### src/rtl/core/mctmf_pkg.sv
// Shared constants, types and back-end state encoding of the trimmed mean filter.
package mctmf_pkg;

	// Default configuration
	localparam int unsigned WINDOW_DEF   = 30;
	localparam int unsigned CHANNELS_DEF = 8;
	localparam int unsigned TRIM_DEF     = 10;

	// Fixed field widths
	localparam int unsigned SAMPLE_W     = 12;
	localparam int unsigned CHAN_IN_W    = 3;
	localparam int unsigned MAX_CHANNELS = 16;
	localparam logic [SAMPLE_W-1:0] SAMPLE_MAX = '1;

	// Block-end command handed from front to back
	typedef struct packed {
		logic                    bank;
		logic [MAX_CHANNELS-1:0] short_mask;
	} cmd_t;

	// Back reports a bank as fully processed
	typedef struct packed {
		logic valid;
		logic bank;
	} done_t;

	typedef enum logic [2:0] {
		BK_IDLE,
		BK_CHAN,
		BK_LOAD,
		BK_SUM,
		BK_DIV,
		BK_EMIT
	} back_state_t;

endpackage

### src/rtl/core/mctmf_queue.sv
// Two-entry command queue between the front and the back.
module mctmf_queue (
	input  logic              clk,
	input  logic              arst_n,
	input  logic              push,
	input  mctmf_pkg::cmd_t   push_data,
	output logic              full,
	input  logic              pop,
	output mctmf_pkg::cmd_t   head,
	output logic              empty
);
	import mctmf_pkg::*;

	cmd_t       entry_q [2];
	logic       wr_ptr_q;
	logic       rd_ptr_q;
	logic [1:0] count_q;

	assign full  = (count_q == 2'd2);
	assign empty = (count_q == 2'd0);
	assign head  = entry_q[rd_ptr_q];

	// Entry storage
	always_ff @(posedge clk) begin
		if (push) begin
			entry_q[wr_ptr_q] <= push_data;
		end
	end

	// Pointers and occupancy
	always_ff @(posedge clk or negedge arst_n) begin
		if (!arst_n) begin
			wr_ptr_q <= 1'b0;
			rd_ptr_q <= 1'b0;
			count_q  <= 2'd0;
		end else begin
			if (push) begin
				wr_ptr_q <= ~wr_ptr_q;
			end
			if (pop) begin
				rd_ptr_q <= ~rd_ptr_q;
			end
			if (push && !pop) begin
				count_q <= count_q + 2'd1;
			end else if (pop && !push) begin
				count_q <= count_q - 2'd1;
			end
		end
	end

endmodule

### config.mk
export PLATFORM = sky130hd
export DESIGN_NAME = mctmf_queue
export DESIGN_NICKNAME = d
export VERILOG_FILES = /design/src/rtl/core/mctmf_pkg.sv /design/src/rtl/core/mctmf_queue.sv
export SDC_FILE = /design/constraint.sdc
export NUM_CORES = 1
export LEC_CHECK = 0
export ABC_AREA = 0
export BUFFER_PORTS_ARGS = -buffer_cell sky130_fd_sc_hd__buf_2
export CORE_MARGIN = 3
export CORE_UTILIZATION = 30
export DETAILED_ROUTE_END_ITERATION = 8
export GPL_ROUTABILITY_DRIVEN = 0
export PLACE_DENSITY = 0.58
export SLEW_MARGIN = 20
export SYNTH_ARGS = -nofsm -noshare
export SYNTH_HDL_FRONTEND = slang
export SYNTH_SLANG_ARGS = --single-unit
export TNS_END_PERCENT = 1
### constraint.sdc
create_clock -name clk -period 2.03 [get_ports clk]
set_input_delay 0 -clock clk [delete_from_list [all_inputs] [get_ports clk]]
set_output_delay 0 -clock clk [all_outputs]
set_load 0.05 [all_outputs]
== After elaboration in Yosys (flattened, before gate mapping) ==
Memory sizes are Yosys's and may differ from the RTL's.
Index checks and enable logic that the tools add are counted.

* $add $sub $neg: 2
* $mul: 0
* Divide/modulo/power cells: 0
* Order comparisons: 0
* Equal/unequal tests: 1
* Shifts and indexed selects: 0
* Multiplexer cells: 4
* Bitwise operators: 2
* Reduce and logical (&&, ||, !) cells: 6

{| class="wikitable"
|+ Operator list
! operator !! number
|-
| $mux W2 || 2
|-
| $add A2 B1 Y2 const B || 1
|-
| $eq A2 B2 Y1 const B || 1
|-
| $logic_and A1 B1 Y1 || 2
|-
| $logic_not A1 Y1 || 2
|-
| $logic_not A2 Y1 || 1
|-
| $mux W1 || 2
|-
| $not A1 Y1 || 2
|-
| $reduce_bool A2 Y1 || 1
|-
| $sub A2 B1 Y2 const B || 1
|}

* Flip-flop bits (word level): 4
* Bits in latches: 0
* Bits in writable memories: 34
* Memory bits (read-only): 0
* Input port bits: 21
* Output and inout port bits: 19
* Word-level logic and storage cells: 19
* Memories: 1

{| class="wikitable"
|+ Memory list
! name !! words !! width !! rd ports !! clocked after Yosys merged registers in !! write ports !! RTL line !! RTL
|-
| entry_q || 2 || 17 || 1 || 0 || 1 || mctmf_queue.sv:14 || <nowiki>cmd_t entry_q [2];</nowiki>
|}

== Longest topological paths before layout ==
Gate-level depths: netlist of the first run.

* Depth in word-level cells: 4
* Gate-level depth with buffers: 5
* Depth with buffers taken out: 5

== Worst setup path before layout of the first run ==
OpenSTA, ideal clock, no wires.

* Kind: flip-flop to flip-flop
* Start point: register wr_ptr_q
* End point: memory entry_q[0][0] (netlist bit) (enable)
* Arrival: 1183 ps
* Data required time: 1637 ps
* Setup slack: 455 ps
* Stages on the path, launching flop included: 2
* Buffers on the path: 0
* Path through: dfrtp_1 -> nor2b_1

{| class="wikitable"
|+ RTL lines
! element !! RTL line !! RTL
|-
| start, declared || mctmf_queue.sv:15 || <nowiki>logic wr_ptr_q;</nowiki>
|-
| start signal, assigned || mctmf_queue.sv:38 || <nowiki>wr_ptr_q <= ~wr_ptr_q;</nowiki>
|-
| end, declared || mctmf_queue.sv:14 ||
|}

Straight into the memory's write port.

==> flow_summary_export.csv, run 1 <==
group,metric,value,unit
final_layout,final_area,0.002026,mm²
critical_path,critical_path_class,"reg -> out",
critical_path,worstRegToRegCells,2,
synth,avgSynthCellArea,21.22,µm²
power,leakagePower,0.8186,nW
synth,synth_area,0.001464,mm²
place,dpl.hpwl,1.837,mm
final_layout,syn_to_final_growth,38.38,%
route,postRouteAntennaNets,0,
grt,grt_util_all_layers,9.956,%
power,peakVddDrop,0.0006279,V
hold_path,hold_path.class,"in -> async",
sta,period_needed,1.715,ns
sta,skew,0.006007,ns
critical_path,path_max_fanout,10,
route,routed-via-count,825,
route,drt-vias-per-instance,4.084,
clocking,cts_root_buf,"clkbuf_8",
sta,maxSlewHeadroom,70.77,%
sta,finalSetupViolCount,0,
synth,syn_nets,91,
clocking,cts_buffer_depth,2,
synth,synth_warnings,0,
place,placed_area,0.001734,mm²
die,die_w,75.86,µm
final_layout,final_util,44.67,%
route,drc,0,
sta,clock.fmax,583.2,MHz
synth,netlist_instances,69,
critical_path,crit_required,2.03,ns
place,port_buffers,39,
die,ios,40,
clocking,cts_hold_buf,20,
sta,finalMaxSlewViolations,0,
clocking,numCtsBuffers,5,
final_layout,layout.nets,158,
grt,overflow,0,
sta,fin_ws,0.3154,ns
clocking,cts.sink_count,38,
die,die_h,75.86,µm
die,die_area,0.005754,mm²
die,core,0.004534,mm²
sta,tightest_slew,0.4365,ns
critical_path,r2r_end,"entry_q[0][6]",
grt,grt_max_degree,12,
synth,ys_ff_latch,38,
final_layout,n_antenna_cell,0,
clocking,clk_pin_slew,0.07,ns
sta,finalHoldViolCount,0,
sta,rsz0062_at_grt,"false",
clocking,ctsResizeCount,0,
power,powerDensity,1440,mW/mm²
grt,grt_pass1_vias,862,
die,start_util,32.28,%
final_layout,drive_above_1_share,48.91,%
grt,grt_pass1_wl,4.036,mm
clocking,cts_tree,"done",
critical_path,r2r-start,"wr_ptr_q",
clocking,clock_latency,0.28,ns
flow_run,drv_cap,0,
grt,antenna_found_initial,0,
clocking,htree_levels,2,
sta,tns,0,ns
critical_path,crit_arrival,1.71,ns
critical_path,crit_path_start_kind,"register",
critical_path,end_kind,"output port",
critical_path,reg2reg_slack,0.65,ns
route,drt_iter0_drc,38,
route,firstDrtPassIters,4,
final_layout,fillers,410,
clocking,cts_setup_buffers,0,
sta,fin_crit_sh,84.47,%
route,wirelength,2.660,mm
synth,yosysSeqAreaShare,76.58,%
synth,ys_types,13,
outcome,status,"finished clean",
place,pre_cts_ws,0.5993,ns
route,wl_per_cell,13.17,µm
die,rows,24,
## logic make-up after synthesis
family	Yosys count	share of synthesized area, %
muxes	17	15.38
DFF	38	76.58
xor gates and xnor gates	5	2.991
buffers and inverters	3	2.393
adders and majority gates	1	0.8546
and+or+nand+nor	5	1.795
## critical path: stages (launching register included)
cell and delay, ns:
dfrtp_1 0.56, buf_4 0.30, mux2_2 0.36, buf_2 0.21
## cells in the final DEF (no fill, tap or decap), types with 2 or more instances in the layout
cell type / instances
buf_2: 39
buf_4: 3
clkbuf_8: 6
dfrtp_1: 4
dlygate4sd3_1: 20
edfxtp_1: 34
mux2_2: 8
mux2_4: 9
nor2_1: 2
xor2_1: 4
## cells in the mapped netlist (all sizes together)
cell type	instances	area (µm²)
edfxtp	34	1021
mux2	17	225.2
dfrtp	4	100.1
xor2	4	35.03
buf	2	31.28
nor2	2	7.510
nor2b	2	12.51
and2	1	6.260
ha	1	12.51
inv	1	3.750
xnor2	1	8.760
## layout make-up
class / count / area, µm² / share of cell area (%)
inverter: 1 / 3.754 / 0.1853
clock buffer: 7 / 86.33 / 4.262
clock inverter: 1 / 5.005 / 0.2471
sequential: 38 / 1121 / 55.34
timing repair buffer: 62 / 417.9 / 20.63
tap: 65 / 81.33 / 4.015
multi-input combinational: 28 / 310.3 / 15.32
## per-stage QoR
stage	cells	total power [mW]	hold WS [ns]
floorplan	69	2.190	-0.2956
global placement	174	2.380	-0.1869
detailed placement	174	2.408	-0.1844
CTS	202	2.957	0.03680
global route	202	3.079	0.05356
finish	202	2.917	0.05557
## worst max-delay path by stage
stage              from             to  slack [ns]  cells past startpoint
5_1_grt        rd_ptr_q       head[15]        0.25                      3
2_1_floorplan  wr_ptr_q  entry_q[0][0]        0.45                      1
4_1_cts        rd_ptr_q       head[15]        0.28                      3
6_report       rd_ptr_q       head[15]        0.32                      3
3_3_place_gp   rd_ptr_q       head[15]        0.63                      3
3_5_place_dp   rd_ptr_q       head[15]        0.60                      3
## state kept, by name, summed over array words and instances, names as in the netlist
signal and flops:
rd_ptr_q 1, entry_q 34, wr_ptr_q 1, count_q 2
## power by group
part	internal (mW)	switching [mW]	total, mW
Combinational	0.412	0.844	1.26
Clock	0.274	0.241	0.515
Sequential	1.05	0.0969	1.15
Total	1.73	1.18	2.92
## per-layer routing
layer	track usage, %	part of all wire, %	vias to the layer above
met4	4.078	1.0	0
met3	3.430	6.4	2
met2	17.21	53	29
li1	-	-	393
met5	0	0	-
met1	11.16	40	401
No activity file was read; power rests on OpenSTA's default activity.
==> run 2: changes to the inputs <==
clock period = 1.6 ns   (was 2.03 ns; I/O delays follow)
==> flow_summary_export.csv, run 2 (synthesis gave the netlist of run 1 again) <==
group,metric,value,unit
outcome,status,"finished clean",
grt,grt_pass1_wl,4.091,mm
final_layout,layout_common_cells,"39 x buf_2, 34 x edfxtp_1, 20 x dlygate4sd3_1",
grt,overflow,0,
grt,grt_max_degree,14,
clocking,clock_latency,0.28,ns
route,drt-vias-per-instance,3.980,
final_layout,stdcell_count,204,
final_layout,final_common_cell,"buf_2",
final_layout,drive_above_1_share,50.36,%
critical_path,worstRegToRegCells,2,
clocking,cts_buffer_depth,2,
route,drc,0,
route,wirelength,2.557,mm
critical_path,reg2reg_slack,0.56,ns
critical_path,path_max_fanout,13,
clocking,numCtsBuffers,5,
critical_path,crit_path_max_incr_delay,0.45,ns
power,p_comb_share,44.6,%
final_layout,final_util,45.17,%
critical_path,critical_path_class,"reg -> out",
power,p_seq_share,38.9,%
clocking,htree_levels,2,
power,leakagePower,0.8258,nW
grt,grt_util_all_layers,10.06,%
route,drt_iter0_drc,29,
critical_path,critPathSlowestCell,"dfrtp_2",
die,start_util,32.28,%
die,rows,24,
critical_path,r2r_end,"entry_q[0][5]",
final_layout,largestRegisters,"entry_q x34, count_q x2",
critical_path,end_kind,"output port",
critical_path,crit_required,1.60,ns
sta,clock.fmax,682.5,MHz
sta,period_needed,1.465,ns
final_layout,layout.nets,160,
die,die_area,0.005754,mm²
place,dp.cells,176,
route,postRouteAntennaNets,0,
route,routed-via-count,812,
power,powerDensity,1814,mW/mm²
flow_run,drv_cap,0,
critical_path,crit_path_start_kind,"register",
critical_path,crit_arrival,1.47,ns
sta,finalSetupViolCount,0,
route,wl_per_cell,12.53,µm
sta,maxSlewHeadroom,83.10,%
place,port_buffers,39,
die,ios,40,
die,die_h,75.86,µm
grt,grt_pass1_vias,898,
grt,antenna_found_initial,0,
sta,tightest_slew,0.2552,ns
power,p_clk_share,16.5,%
die,die_w,75.86,µm
sta,finalHoldViolCount,0,
clocking,cts_setup_buffers,0,
die,core,0.004534,mm²
critical_path,r2r-start,"wr_ptr_q",
final_layout,syn_to_final_growth,39.91,%
sta,fin_crit_sh,91.57,%
route,firstDrtPassIters,4,
clocking,cts.sink_count,38,
sta,rsz0062_at_grt,"false",
final_layout,largest_reg_flops,34,
final_layout,n_antenna_cell,0,
clocking,clk_pin_slew,0.07,ns
power,p_int,2.205,mW
hold_path,hold_path.class,"in -> async",
sta,finalMaxSlewViolations,0,
sta,tns,0,ns
power,switching_share,40.68,%
power,peakVddDrop,0.0007637,V
clocking,cts_root_buf,"clkbuf_8",
critical_path,cp_cell_sequence,"buf_12 > mux2_2 > buf_2",
sta,skew,0.004232,ns
clocking,cts_tree,"done",
final_layout,largest_register,"entry_q",
power,switchingPower,1.512,mW
## run 2: repair_timing
action / 4_1_cts / 5_1_grt
hold endpoints to repair: 40 / 0
setup endpoints to repair: 0 / 3
resized for setup: 0 / 1
hold buffers: 20 / 0
## run 2: worst max-delay path by stage
stage                          to      from  slack (ns)
finish                   head[15]  rd_ptr_q        0.13
floorplan           entry_q[0][0]  wr_ptr_q        0.02
detailed placement       head[15]  rd_ptr_q        0.35
CTS                      head[15]  rd_ptr_q        0.03
global route             head[15]  rd_ptr_q        0.06
global placement         head[13]  rd_ptr_q        0.37
## run 2: per-layer routing
layer / GRT usage [%] / up-vias / wire length (µm)
met5: 0 / - / 0
met3: 4.090 / 2 / 194
met2: 16.83 / 34 / 1304
met1: 11.40 / 382 / 1037
li1: - / 394 / -
met4: 4.078 / 0 / 20
## run 2: metrics by stage
step	area [µm²]	power, mW	setup slack (ns)	hold WS, ns
6_report	2048	3.716	0.1348	0.03834
5_1_grt	2048	3.924	0.05931	0.03829
4_1_cts	2047	3.776	0.02845	0.03182
3_5_place_dp	1762	3.113	0.3536	-0.1869
3_3_place_gp	1762	3.081	0.3723	-0.1879
2_1_floorplan	1464	2.779	0.02460	-0.2956
## run 2: power by group through the flow
stage | logic, mW | registers, mW | clock network, mW
2_1_floorplan | 1.36 | 1.41 | 0
3_3_place_gp | 1.63 | 1.45 | 0
6_report | 1.66 | 1.44 | 0.613
5_1_grt | 1.76 | 1.48 | 0.688
3_5_place_dp | 1.65 | 1.47 | 0
4_1_cts | 1.69 | 1.45 | 0.643
## run 2: critical path, delay by kind of cell (launching register included)
family	cells	cell delay, ns
DFF	1	0.45
buffers and inverters	2	0.39
muxes	1	0.34
## run 2: layout make-up
cell class,instances,area [µm²]
Clock buffer,5,68.82
Clock inverter,3,16.27
Fill cell,406,2486
Inverter,1,3.754
Multi-Input combinational cell,28,310.3
Sequential cell,38,1122
Tap cell,65,81.33
Timing Repair Buffer,64,445.4
==> run 3: changes to the inputs <==
CORE_MARGIN = 1.5   (was 3)
CORE_UTILIZATION = 50   (was 30)
PLACE_DENSITY = 0.84   (was 0.58)
==> flow_summary_export.csv, run 3 (synthesis gave the netlist of run 1 again) <==
group,metric,value,unit
final_layout,n_antenna_cell,0,
critical_path,r2r-start,"wr_ptr_q",
final_layout,drive_above_1_share,48.18,%
critical_path,crit_arrival,1.51,ns
sta,finalHoldViolCount,0,
final_layout,largestRegisters,"entry_q x34, count_q x2",
final_layout,layout.nets,159,
sta,clock.fmax,661.7,MHz
sta,fin_ws,0.08879,ns
final_layout,final_common_cell,"buf_2",
final_layout,largest_reg_flops,34,
sta,tns,0,ns
critical_path,reg2reg_slack,0.50,ns
grt,antenna_found_initial,0,
die,die_area,0.003262,mm²
die,rows,19,
grt,grt_pass1_vias,859,
critical_path,end_kind,"output port",
route,routed-via-count,800,
clocking,numCtsBuffers,5,
die,die_h,57.11,µm
final_layout,layout_common_cells,"39 x buf_2, 34 x edfxtp_1, 21 x dlygate4sd3_1",
sta,finalSetupViolCount,0,
route,firstDrtPassIters,3,
critical_path,crit_required,1.60,ns
die,start_util,53.09,%
hold_path,hold_path.class,"in -> reg",
route,postRouteAntennaNets,0,
route,wirelength,2.466,mm
grt,grt_util_all_layers,16.56,%
clocking,clk_pin_slew,0.10,ns
clocking,cts.sink_count,38,
final_layout,seq_area,0.001121,mm²
final_layout,fillers,168,
final_layout,largest_register,"entry_q",
place,placed_area,0.001704,mm²
hold_path,holdPathStages,2,
critical_path,critical_path_class,"reg -> out",
route,drt_iter0_drc,30,
grt,grt_max_degree,18,
critical_path,crit_path_start_kind,"register",
sta,rsz0062_at_grt,"false",
clocking,ctsResizeCount,0,
power,leakagePower,0.8105,nW
place,dpl.hpwl,1.565,mm
sta,skew,0.007633,ns
critical_path,r2r_end,"entry_q[1][0]",
place,pre_cts_ws,0.4506,ns
clocking,htree_levels,2,
final_layout,final_util,71.42,%
clocking,cts_setup_buffers,0,
sta,tightest_slew,0.2637,ns
hold_path,min_from,"push_data[9]",
clocking,cts_hold_buf,21,
die,ios,40,
clocking,cts_tree,"done",
route,wl_per_cell,14.68,µm
outcome,status,"finished clean",
route,drt-vias-per-instance,4.762,
critical_path,path_max_fanout,17,
sta,maxSlewHeadroom,82.54,%
sta,fin_crit_sh,94.45,%
grt,grt_pass1_wl,3.774,mm
grt,overflow,0,
route,drc,0,
clocking,cts_buffer_depth,2,
clocking,clock_latency,0.34,ns
critical_path,worstRegToRegCells,2,
sta,finalMaxSlewViolations,0,
final_layout,final_area,0.001969,mm²
power,peakVddDrop,0.001500,V
power,powerDensity,1815,mW/mm²
die,core,0.002758,mm²
clocking,cts_root_buf,"clkbuf_4",
place,port_buffers,39,
flow_run,drv_cap,0,
final_layout,syn_to_final_growth,34.53,%
hold_path,hold_end,"entry_q[0][9]",
die,die_w,57.11,µm
sta,period_needed,1.511,ns
power,power,3.575,mW
final_layout,multiInputGateArea,310.3,µm²
## run 3: area by class of cell
type	count	area share, %
multi-input combinational	28	15.76
sequential	38	56.93
tap	31	1.970
clock buffer	7	2.795
inverter	1	0.1906
timing repair buffer	63	22.36
## run 3: worst max-delay path, stage by stage (launching register included)
cell,delay [ns]
dfrtp_1,0.42
buf_12,0.19
mux2_2,0.35
buf_2,0.22
## run 3: worst max-delay path by stage
stage / end / startpoint / depth (start not counted) / slack, ns
global placement: head[13] / rd_ptr_q / 3 / 0.49
CTS: head[13] / rd_ptr_q / 3 / 0.06
detailed placement: head[13] / rd_ptr_q / 3 / 0.45
floorplan: entry_q[0][0] / wr_ptr_q / 1 / 0.02
finish: head[13] / rd_ptr_q / 3 / 0.09
global route: head[13] / rd_ptr_q / 3 / 0.003
## run 3: metrics by stage
| step | instances | hold slack [ns] |
|---|---|---|
| after detailed placement | 140 | -0.1900 |
| after CTS | 168 | 0.3710 |
| after global placement | 140 | -0.1942 |
| after floorplan | 69 | -0.2956 |
| after global routing | 168 | 0.3605 |
| final | 168 | 0.3822 |
## run 3: metal layers
layer | up-vias | global-route usage, % | part of all wire [%]
met5 | - | 0 | 0
met4 | 0 | 6.977 | 2.5
met3 | 8 | 7.710 | 5.8
met2 | 28 | 28.24 | 52
met1 | 369 | 17.68 | 39
li1 | 395 | - | -
## run 3: where the power goes
group          total, mW  switching, mW  leakage (nW)  internal (mW)
Combinational       1.66           1.10         0.413          0.558
Sequential          1.43         0.0992         0.366           1.33
Clock              0.483          0.275        0.0314          0.207
Total               3.57           1.48         0.810           2.10
