==> src/rtl/core/mctmf_pkg.sv <==
// Shared constants, types and back-end state encoding of the trimmed mean filter.
package mctmf_pkg;

	// Default configuration
	localparam int unsigned WINDOW_DEF   = 30;
	localparam int unsigned CHANNELS_DEF = 8;
	localparam int unsigned TRIM_DEF     = 10;

	// Fixed field widths
	localparam int unsigned SAMPLE_W     = 12;
	localparam int unsigned CHAN_IN_W    = 3;
	localparam int unsigned MAX_CHANNELS = 16;
	localparam logic [SAMPLE_W-1:0] SAMPLE_MAX = '1;

	// Block-end command handed from front to back
	typedef struct packed {
		logic                    bank;
		logic [MAX_CHANNELS-1:0] short_mask;
	} cmd_t;

	// Back reports a bank as fully processed
	typedef struct packed {
		logic valid;
		logic bank;
	} done_t;

	typedef enum logic [2:0] {
		BK_IDLE,
		BK_CHAN,
		BK_LOAD,
		BK_SUM,
		BK_DIV,
		BK_EMIT
	} back_state_t;

endpackage

==> src/rtl/core/mctmf_if.sv <==
// Handshake interfaces for the sample input and the result output.
interface mctmf_in_if;
	import mctmf_pkg::*;
	logic                 valid;
	logic                 ready;
	logic [SAMPLE_W-1:0]  sample;
	logic [CHAN_IN_W-1:0] channel;
	logic                 end_of_block;

	modport source (output valid, sample, channel, end_of_block, input ready);
	modport sink (input valid, sample, channel, end_of_block, output ready);
endinterface


==> src/rtl/core/mctmf_front.sv <==
// Front end: takes sample words, tracks fill counts, writes the sample store.
module mctmf_front #(
	parameter int unsigned WINDOW   = mctmf_pkg::WINDOW_DEF,
	parameter int unsigned CHANNELS = mctmf_pkg::CHANNELS_DEF,
	localparam int unsigned DEPTH   = 2 * CHANNELS * WINDOW,
	localparam int unsigned ADDR_W  = $clog2(DEPTH)
) (
	input  logic                          clk,
	input  logic                          arst_n,
	mctmf_in_if.sink                      adc,
	input  logic                          q_full,
	output logic                          q_push,
	output mctmf_pkg::cmd_t               q_data,
	input  mctmf_pkg::done_t              done,
	output logic                          wr_en,
	output logic [ADDR_W-1:0]             wr_addr,
	output logic [mctmf_pkg::SAMPLE_W-1:0] wr_data
);
	import mctmf_pkg::*;

	localparam int unsigned CH_W   = (CHANNELS > 1) ? $clog2(CHANNELS) : 1;
	localparam int unsigned FILL_W = $clog2(WINDOW + 1);

	logic [FILL_W-1:0] fill_q  [CHANNELS];
	logic [FILL_W-1:0] fill_nx [CHANNELS];
	logic              wbank_q;
	logic [1:0]        busy_q;
	logic [1:0]        busy_d;
	logic              accept;
	logic              ch_ok;
	logic              store;
	logic [CH_W-1:0]   ch_idx;

	// Input side: stall while the bank being filled still waits for the back or the queue is full
	assign adc.ready = !busy_q[wbank_q] && !q_full;
	assign accept    = adc.valid && adc.ready;
	assign ch_idx    = CH_W'(adc.channel);
	assign ch_ok     = (int'(adc.channel) < int'(CHANNELS));
	assign store     = accept && ch_ok && (fill_q[ch_idx] < FILL_W'(WINDOW));

	// Store write port
	assign wr_en   = store;
	assign wr_data = adc.sample;
	assign wr_addr = (wbank_q ? ADDR_W'(CHANNELS * WINDOW) : '0)
		+ ADDR_W'(ch_idx) * ADDR_W'(WINDOW) + ADDR_W'(fill_q[ch_idx]);

	// Fill counts including this word
	always_comb begin
		for (int c = 0; c < int'(CHANNELS); c++) begin
			fill_nx[c] = fill_q[c] + FILL_W'(store && (ch_idx == CH_W'(c)));
		end
	end

	// Block-end command
	assign q_push = accept && adc.end_of_block;
	always_comb begin
		q_data            = '0;
		q_data.bank       = wbank_q;
		for (int c = 0; c < int'(CHANNELS); c++) begin
			q_data.short_mask[c] = (fill_nx[c] < FILL_W'(WINDOW));
		end
	end

	// Bank ownership
	always_comb begin
		busy_d = busy_q;
		if (done.valid) begin
			busy_d[done.bank] = 1'b0;
		end
		if (q_push) begin
			busy_d[wbank_q] = 1'b1;
		end
	end

	always_ff @(posedge clk or negedge arst_n) begin
		if (!arst_n) begin
			wbank_q <= 1'b0;
			busy_q  <= 2'b00;
			for (int c = 0; c < int'(CHANNELS); c++) begin
				fill_q[c] <= '0;
			end
		end else begin
			busy_q <= busy_d;
			if (q_push) begin
				wbank_q <= ~wbank_q;
				for (int c = 0; c < int'(CHANNELS); c++) begin
					fill_q[c] <= '0;
				end
			end else begin
				for (int c = 0; c < int'(CHANNELS); c++) begin
					fill_q[c] <= fill_nx[c];
				end
			end
		end
	end

endmodule

==> src/flat_wrapper.sv <==
// flat-port wrapper written by rule: the top's interface ports become plain ports
module mctmf_front_flat import mctmf_pkg::*;
#(
	parameter int unsigned WINDOW   = mctmf_pkg::WINDOW_DEF,
	parameter int unsigned CHANNELS = mctmf_pkg::CHANNELS_DEF,
	localparam int unsigned DEPTH   = 2 * CHANNELS * WINDOW,
	localparam int unsigned ADDR_W  = $clog2(DEPTH)
)
  (clk, arst_n, q_full, q_push, q_data, done, wr_en, wr_addr, wr_data, adc_valid, adc_sample, adc_channel, adc_end_of_block, adc_ready);
  mctmf_in_if adc_i ();
  input  logic clk;
  input  logic arst_n;
  input  logic q_full;
  output logic q_push;
  output mctmf_pkg::cmd_t q_data;
  input  mctmf_pkg::done_t done;
  output logic wr_en;
  output logic [ADDR_W-1:0] wr_addr;
  output logic [mctmf_pkg::SAMPLE_W-1:0] wr_data;
  input wire logic [$bits(adc_i.valid)-1:0] adc_valid;
  input wire logic [$bits(adc_i.sample)-1:0] adc_sample;
  input wire logic [$bits(adc_i.channel)-1:0] adc_channel;
  input wire logic [$bits(adc_i.end_of_block)-1:0] adc_end_of_block;
  output wire logic [$bits(adc_i.ready)-1:0] adc_ready;
  assign adc_i.valid = adc_valid;
  assign adc_i.sample = adc_sample;
  assign adc_i.channel = adc_channel;
  assign adc_i.end_of_block = adc_end_of_block;
  assign adc_ready = adc_i.ready;
  mctmf_front #(.WINDOW(WINDOW), .CHANNELS(CHANNELS)) u_core (.clk(clk), .arst_n(arst_n), .adc(adc_i), .q_full(q_full), .q_push(q_push), .q_data(q_data), .done(done), .wr_en(wr_en), .wr_addr(wr_addr), .wr_data(wr_data));
endmodule
==> config.mk <==
export PLATFORM = sky130hd
export DESIGN_NAME = mctmf_front_flat
export DESIGN_NICKNAME = d
export VERILOG_FILES = /design/src/rtl/core/mctmf_pkg.sv /design/src/rtl/core/mctmf_if.sv /design/src/rtl/core/mctmf_front.sv /design/src/flat_wrapper.sv
export SDC_FILE = /design/constraint.sdc
export NUM_CORES = 1
export LEC_CHECK = 0
export ABC_AREA = 1
export BUFFER_PORTS_ARGS = -buffer_cell sky130_fd_sc_hd__clkbuf_2
export CAP_MARGIN = 5
export CORE_UTILIZATION = 50
export DETAILED_ROUTE_END_ITERATION = 7
export PLACE_DENSITY = 0.76
export SLEW_MARGIN = 20
export SYNTH_ARGS = -nofsm -noshare
export SYNTH_HDL_FRONTEND = slang
export SYNTH_SLANG_ARGS = --single-unit
==> constraint.sdc <==
create_clock -name clk -period 4.1 [get_ports clk]
set_input_delay 0.82 -clock clk [delete_from_list [all_inputs] [get_ports clk]]
set_output_delay 0.82 -clock clk [all_outputs]
set_load 0.02 [all_outputs]
* Yosys cells after proc, flatten, opt, wreduce, memory -nomap -nowiden
Index checks and enable logic that the tools add are counted.
W data, S select, Z words.
** Cells by class
- Add/subtract/negate cells :: 10
- Multipliers :: 1
- Divide/modulo/power cells :: 0
- Magnitude comparators :: 14
- Equality and inequality tests :: 7
- Shifts and indexed selects :: 0
- Multiplexer cells :: 13
- Bitwise operators :: 5
- Reduce and logical (&&, ||, !) cells :: 17
** Operators by type and width (number)
- $lt A5 B5 Y1 const B :: 9
- $add A5 B1 Y5 :: 8
- $mux W40 :: 1
- $bmux W5 S3 :: 1
- $logic_and A1 B1 Y1 :: 14
- $eq A3 B3 Y1 const B :: 4
- $mux W5 :: 2
- $add A9 B5 Y9 :: 1
- $add A9 B8 Y9 :: 1
- $mux W8 :: 1
- $mul A3 B4 Y7 const B :: 1
- $eq A3 B2 Y1 const B :: 2
- $ge A4 B4 Y1 const B :: 1
- $lt A1 B2 Y1 const B :: 2
- $mux W1 :: 4
- $mux W2 :: 2
- $not A3 Y4 :: 1
- $eq A3 B1 Y1 const B :: 1
- $logic_not A3 Y1 :: 1
- $and A2 B2 Y2 :: 1
- $demux W1 S1 :: 2
- $ge A1 B1 Y1 const B :: 2
- $logic_not A1 Y1 :: 2
- $not A2 Y2 :: 1
- 2 further kinds :: 2
** Word-level totals
- Register bits :: 43
- Latch bits :: 0
- Memory bits (writable) :: 0
- Bits in read-only memories :: 0
- Bits of input ports :: 22
- Output and inout port bits :: 41
- Logic and storage cells :: 77
- Memories :: 0

* Logic depth before layout (Yosys ltp)
Gate-level depths: netlist of the first run.
- Depth in word-level cells :: 9
- Mapped depth :: 18
- Gate-level depth less buffers :: 17

* Worst setup path before layout of the first run
OpenSTA, ideal clock, no wires.
- Path type :: input to output
- Start :: in adc_channel[0]
- End :: out wr_addr[8]
- Data arrival time :: 3.617 ns
- Required time :: 3.280 ns
- Setup slack :: -0.337 ns
- Cell stages on the path :: 15
- Path buffers :: 0
- Cells stage by stage :: fa_1 ha_1 inv_1 fa_1 fa_1 inv_1 ha_1 nand2_1 o21ai_0 nand2_1 nand2_1 a21oi_1 inv_1 nand2_1 nand2_1
** Between the ends
- Cells in the longest elaborated chain, start to end :: 5
- Elaborated cells between the ends (all ways) :: 7
- Those cells by class :: add/sub: 2; mul: 1; mux: 3; bitwise: 1
** RTL lines
- start: declaration :: RTL line flat_wrapper.sv:22 : input wire logic [$bits(adc_i.channel)-1:0] adc_channel;
- parallel branches: the longest is 4 deep, another holds $add A9 B8 Y9
- $add A9 B5 Y9 * :: RTL line mctmf_front.sv:45 : + ADDR_W'(ch_idx) * ADDR_W'(WINDOW) + ADDR_W'(fill_q[ch_idx]);
- end: declaration :: RTL line flat_wrapper.sv:18 : output logic [ADDR_W-1:0] wr_addr;
Every way passes the cells marked *. The select of a mux whose other input is x is not followed.

* Worst setup path in the final report of the first run
- Start :: in adc_channel[0]
- End :: out wr_addr[7]
Same word-level chain as after synthesis.

==> results of run 1 <==
[synth_stat cells (all sizes together)]
| cell | number | area share |
|---|---|---|
| a21o | 1 | 0.0023 |
| fa | 5 | 0.030 |
| buf | 30 | 0.072 |
| a21oi | 5 | 0.0076 |
| o22ai | 2 | 0.0038 |
| a211oi | 1 | 0.0038 |
| o21ai | 9 | 0.014 |
| dfrtp | 43 | 0.32 |
| clkinv | 2 | 0.0023 |
| xor2 | 21 | 0.056 |
| nand3 | 40 | 0.060 |
| nor2 | 61 | 0.071 |
| nor3 | 7 | 0.011 |
| inv | 81 | 0.092 |
| xnor2 | 9 | 0.024 |
| nand2 | 72 | 0.083 |
| conb | 1 | 0.0011 |
| nand4 | 1 | 0.0019 |
| ha | 37 | 0.14 |
[worst max-delay path by stage]
| stage | cells after the start | to | from |
|---|---|---|---|
| global route | 16 | wr_addr[7] | adc_channel[0] |
| floorplan | 10 | wr_addr[6] | adc_channel[0] |
| finish | 16 | wr_addr[7] | adc_channel[0] |
| detailed placement | 16 | wr_addr[7] | adc_channel[0] |
| CTS | 16 | wr_addr[7] | adc_channel[2] |
| global placement | 17 | wr_addr[8] | adc_channel[0] |
[timing repair]
action,4_1_cts,5_1_grt
pin swaps,5,4
endpoints found under the setup margin,12,13
hold buffers,0,0
gates resized for setup,13,21
[cells by family (layout without fill, tap and decap cells)]
group           Yosys count  count (layout)
simple gates            181             181
buf+inv                 113             147
flops                    43              43
fa+ha+maj                42              42
xor+xnor                 30              30
compound gates           18              18
other cells               1               8
[report_power, final]
part | internal, µW | leakage (µW) | switching (µW)
Sequential | 473 | 0.000591 | 41.6
Clock | 122 | 0.0000408 | 165
Combinational | 485 | 0.00133 | 546
Total | 1080 | 0.00196 | 752
[sequential cells by signal, indices dropped and copies added, names as in the netlist]
signal and cells:
u_core.wbank_q 1, u_core.busy_q 2, u_core.fill_q 40
[metal layers]
layer / GRT usage / up-vias / wire length [µm]
met4: 0.0674 / 0 / 152
met3: 0.0348 / 19 / 342
met5: 0 / - / 0
li1: - / 1347 / -
met1: 0.251 / 1247 / 2890
met2: 0.362 / 70 / 3310
[layout make-up]
| cell class | count | area (µm²) | area share |
|---|---|---|---|
| multi-input combinational | 279 | 1800 | 0.478 |
| sequential | 43 | 1080 | 0.286 |
| timing repair buffer | 56 | 385 | 0.102 |
| inverter | 83 | 318 | 0.0844 |
| tap | 77 | 96.3 | 0.0256 |
| clock buffer | 5 | 68.8 | 0.0183 |
| clock inverter | 3 | 23.8 | 0.00631 |
[critical path, stage by stage]
cell	delay, ns
buf_6	0.10
fa_1	0.57
ha_2	0.20
inv_2	0.04
fa_1	0.46
fa_1	0.53
inv_2	0.05
ha_4	0.25
a21oi_2	0.14
nand2_2	0.07
a21o_1	0.17
nand2_1	0.07
nand2_1	0.05
nand2_1	0.06
nand2_2	0.05
buf_6	0.12
[stage by stage]
step | worst slack [ns] | std cells | total power [µW] | util
2_1_floorplan | -0.198 | 435 | 1070 | -
3_3_place_gp | -0.420 | 538 | 1310 | 0.557
3_5_place_dp | -0.509 | 538 | 1340 | 0.557
4_1_cts | -0.498 | 546 | 1730 | 0.580
5_1_grt | -0.606 | 546 | 1950 | 0.590
6_report | -0.498 | 546 | 1830 | 0.590
==> run_results.csv, run 1 <==
group,metric,value,unit
die,io-pin-count,63,
grt,grt_pass1_vias,2657,
route,vias_per_cell,4.91,
timing,fin_crit_sh,1.12,
cells_and_area,diodes,0,
setup_path,cp.required,3.28,ns
timing,holdWs,0.515,ns
cells_and_area,drive_gt1_frac,0.192,
clock_tree,cts_tree,"built",
clock_tree,cts_buffer_depth,2,
die,die_w,83.4,µm
logic_synthesis,synth_adder_area_share,0.170,
worst_hold_path,hold_path_class,"flip-flop to flip-flop",
die,start_util,0.519,
placement,dp_hpwl,4990,µm
worst_hold_path,hold_depth,2,
run_status,run_status,"finished, violations left",
cells_and_area,fin_area,3770,µm²
grt,grt_pass1_wl,11600,µm
setup_path,critPathLaunchType,"input pin",
setup_path,worst_setup_path_end_kind,"output pin",
clock_tree,cts_inserted_buffers,5,
worst_hold_path,min_to,"u_core.busy_q[1]",
logic_synthesis,yosysSeqAreaShare,0.325,
timing,relSlewSlack,0.373,
logic_synthesis,ys_ff_latch,43,
clock_tree,cts-root-buf,"clkbuf_8",
setup_path,r2r_setup_slack,1.82,ns
clock_tree,post-cts-setup-buffers,0,
timing,layout_min_cycle_time,4.60,ns
grt,antenna_found_initial,0,
timing,fin_skew,0.00988,ns
cells_and_area,area_growth,13.8,%
clock_tree,htree_levels,2,
die,fp.coreArea,6390,µm²
cells_and_area,final_common_cell,"inv_1",
die,std_cell_rows,29,
route,wl_per_cell,12.3,µm
pwr,irDropWorstVdd,0.000826,V
logic_synthesis,synth_xor_area_frac,0.0793,
setup_path,worstPathMaxFanout,4,
grt,grt_usage,0.204,
route,ant_nets,0,
route,drt_iter0_markers,201,
die,fp.dieArea,6950,µm²
logic_synthesis,ys_types,24,
placement,port_buffers,30,
pwr,power_density,486,nW/µm²
cells_and_area,nFillCells,590,
logic_synthesis,synth_simple_gate_area_frac,0.227,
timing,setup_viol,5,
cells_and_area,layout_common_cells,"inv_1, nand2_1, nor2_1",
setup_path,worstReg2RegEnd,"u_core.fill_q[24]",
placement,postPlaceCellArea,3560,µm²
run_status,violations,"negative setup slack",
setup_path,reg2regPathDepth,12,
timing,setup_slack,-0.498,ns
timing,hold_viol,0,
grt,overflow,0,
timing,setup_tns,-1.82,ns
grt,grt_max_degree,44,
cells_and_area,fin_nets,532,
setup_path,crit_type,"input pin to output pin",
logic_synthesis,synth_top_family_by_area,"simple AND/OR/NAND/NOR gates",
die,die_h,83.4,µm
route,vias,2683,
setup_path,reg2reg_from,"u_core.wbank_q",
worst_hold_path,min_from,"u_core.busy_q[1]",
placement,globalplace.congestion,0.862,
route,drt-total-wl,6690,µm
route,first_pass_iters,4,
timing,final_max_slew_viol_count,0,
route,drc,0,
timing,max_freq,0.217,GHz
logic_synthesis,synth_cells,428,
setup_path,worst_ep_arrival_time,3.78,ns
clock_tree,clkTransAtPathRegs,0.09,ns
timing,worstMarginPinSlew,0.941,ns
logic_synthesis,netlist_area,3310,µm²
logic_synthesis,synthMuxAreaShare,0,
timing,grt_setup_unrepaired,"true",
logic_synthesis,synth-compound-area-share,0.0310,
logic_synthesis,avgSynthCellArea,7.74,µm²
clock_tree,clk_latency,0.31,ns
pwr,leakagePower,0.00196,µW
logic_synthesis,yosysWarnings,0,
job,maxCapViolations,0,
clock_tree,clock_sinks,43,
(Power assumes the default switching activity.)
==> run 2: changes to the inputs <==
--- a/config.mk
+++ b/config.mk
@@ -8,9 +8,10 @@
 export ABC_AREA = 1
 export BUFFER_PORTS_ARGS = -buffer_cell sky130_fd_sc_hd__clkbuf_2
 export CAP_MARGIN = 5
-export CORE_UTILIZATION = 50
+export CORE_UTILIZATION = 35
 export DETAILED_ROUTE_END_ITERATION = 7
-export PLACE_DENSITY = 0.76
+export PLACE_DENSITY_LB_ADDON = 0.2
+export SKIP_LAST_GASP = 1
 export SLEW_MARGIN = 20
 export SYNTH_ARGS = -nofsm -noshare
 export SYNTH_HDL_FRONTEND = slang
==> run_results.csv, run 2 (same netlist as run 1, synthesis figures left out) <==
group,metric,value,unit
run_status,violations,"negative setup slack",
setup_path,worst_ep_arrival_time,3.69,ns
die,die_w,99.3,µm
timing,fin_skew,0.0130,ns
die,fp.coreArea,9200,µm²
setup_path,worst_setup_path_end_kind,"output pin",
route,drt_iter0_markers,94,
route,wl_per_cell,11.9,µm
grt,grt_pass1_vias,2617,
timing,final_max_slew_viol_count,0,
route,vias_per_cell,4.51,
placement,port_buffers,30,
setup_path,crit_start,"adc_channel[1]",
die,fp.dieArea,9860,µm²
timing,setup_slack,-0.407,ns
cells_and_area,top_regs,"u_core.fill_q (40), u_core.busy_q (2), u_core.wbank_q (1)",
timing,fin_crit_sh,1.10,
setup_path,crit_slowest_cell,"fa_1",
placement,dp_hpwl,5290,µm
clock_tree,clkTransAtPathRegs,0.09,ns
setup_path,critPathLaunchType,"input pin",
grt,grt_usage,0.155,
setup_path,cp_top_family,"adder cells",
route,vias,2702,
clock_tree,htree_levels,2,
run_status,run_status,"finished, violations left",
cells_and_area,regMostFlops,"u_core.fill_q",
clock_tree,cts-root-buf,"clkbuf_8",
grt,grt_pass1_wl,12100,µm
setup_path,cp.required,3.28,ns
grt,antenna_found_initial,0,
pwr,leakagePower,0.00205,µW
pwr,power_density,447,nW/µm²
setup_path,cp_cell_sequence,"buf_8 > fa_1 > ha_2 > inv_2 > fa_2 > fa_1 > inv_2 > ha_4 > a21oi_2 > nand2_1 > a21o_1 > nand2_2 > nand2_1 > nand2_1 > nand2_2 > buf_6",
timing,setup_viol,7,
timing,hold_viol,0,
timing,setup_tns,-1.62,ns
clock_tree,clk_latency,0.31,ns
die,std_cell_rows,35,
timing,grt_setup_unrepaired,"true",
cells_and_area,utilization,0.432,
die,io-pin-count,63,
grt,grt_max_degree,44,
clock_tree,cts_buffer_depth,2,
route,drt-total-wl,7100,µm
worst_hold_path,min_from,"u_core.busy_q[1]",
clock_tree,clock_sinks,43,
clock_tree,hold_buffers,0,
cells_and_area,final_common_cell,"inv_1",
clock_tree,cts_tree,"built",
timing,worstMarginPinSlew,0.571,ns
cells_and_area,layout_common_cells,"inv_1, nand2_1, nor2_1",
route,first_pass_iters,4,
cells_and_area,diodes,0,
route,ant_nets,0,
timing,max_freq,0.222,GHz
setup_path,worst-path-buf-inv,4,
timing,relSlewSlack,0.619,
placement,globalplace.congestion,0.793,
grt,overflow,0,
setup_path,cpMostUsedCell,"nand2_1",
pwr,irDropWorstVdd,0.000370,V
route,drc,0,
clock_tree,cts_inserted_buffers,5,
die,start_util,0.360,
setup_path,crit_type,"input pin to output pin",
timing,layout_min_cycle_time,4.51,ns
die,die_h,99.3,µm
setup_path,reg2reg_from,"u_core.wbank_q",
setup_path,slowest_delay,0.56,ns
cells_and_area,area_growth,19.9,%
job,maxCapViolations,0,
cells_and_area,drive_gt1_frac,0.227,
worst_hold_path,hold_path_class,"flip-flop to flip-flop",
setup_path,worstPathMaxFanout,4,
cells_and_area,fin_nets,552,
cells_and_area,largest_reg_flops,40,
-- run 2: timing repair --
action	CTS	global route
gates resized for setup	9	35
setup endpoints to repair	13	14
gates cloned	0	1
buffers inserted	0	6
pin swaps	0	19
-- run 2: layout make-up --
| type | instances | area [µm²] |
|---|---|---|
| clock buffers | 6 | 82.6 |
| clock inverters | 1 | 8.76 |
| fillers | 963 | 5230 |
| inverters | 83 | 314 |
| multi-input cells | 279 | 1810 |
| flip-flops and latches | 43 | 1080 |
| well taps | 111 | 139 |
| repair buffers | 76 | 543 |
-- run 2: power breakdown --
group | total (µW) | switching [µW] | internal [µW]
clock network | 287 | 151 | 136
registers | 515 | 42.1 | 473
logic | 975 | 503 | 472
-- run 2: stage by stage --
step / cell area [µm²] / total power (µW) / hold WS [ns] / setup slack, ns / std cells
2_1_floorplan: 3360 / 1070 / 0.453 / -0.198 / 435
3_3_place_gp: 3710 / 1330 / 0.475 / -0.423 / 586
3_5_place_dp: 3710 / 1350 / 0.508 / -0.471 / 586
4_1_cts: 3830 / 1670 / 0.530 / -0.456 / 593
5_1_grt: 3970 / 1930 / 0.565 / -0.533 / 599
6_report: 3970 / 1780 / 0.517 / -0.407 / 599
-- run 2: final timing paths --
| kind | endpoint | slack (ns) | cells after the start |
|---|---|---|---|
| worst min-delay path | u_core.busy_q[1] | 0.52 | 2 |
| worst max-delay path | wr_addr[7] | -0.41 | 16 |
| min in group asynchronous | u_core.wbank_q | 0.59 | 2 |
| worst min register to register | u_core.busy_q[1] | 0.52 | 2 |
| worst max register to register | u_core.fill_q[24] | 1.70 | 13 |
| max in group asynchronous | u_core.fill_q[35] | 3.12 | 2 |
-- run 2: worst min-delay path, delay by kind of cell (launching register included) --
kind	cells	cell delay, ns
DFF	1	0.36
AOI/OAI and AO/OA	1	0.07
and+or+nand+nor	1	0.05
-- run 2: routing by layer --
| metal | global-route usage | up-vias | wire length, µm |
|---|---|---|---|
| met5 | 0 | - | 0 |
| met4 | 0.0407 | 0 | 79 |
| met3 | 0.0260 | 8 | 312 |
| met2 | 0.274 | 51 | 3470 |
| met1 | 0.195 | 1254 | 3240 |
| li1 | - | 1389 | - |
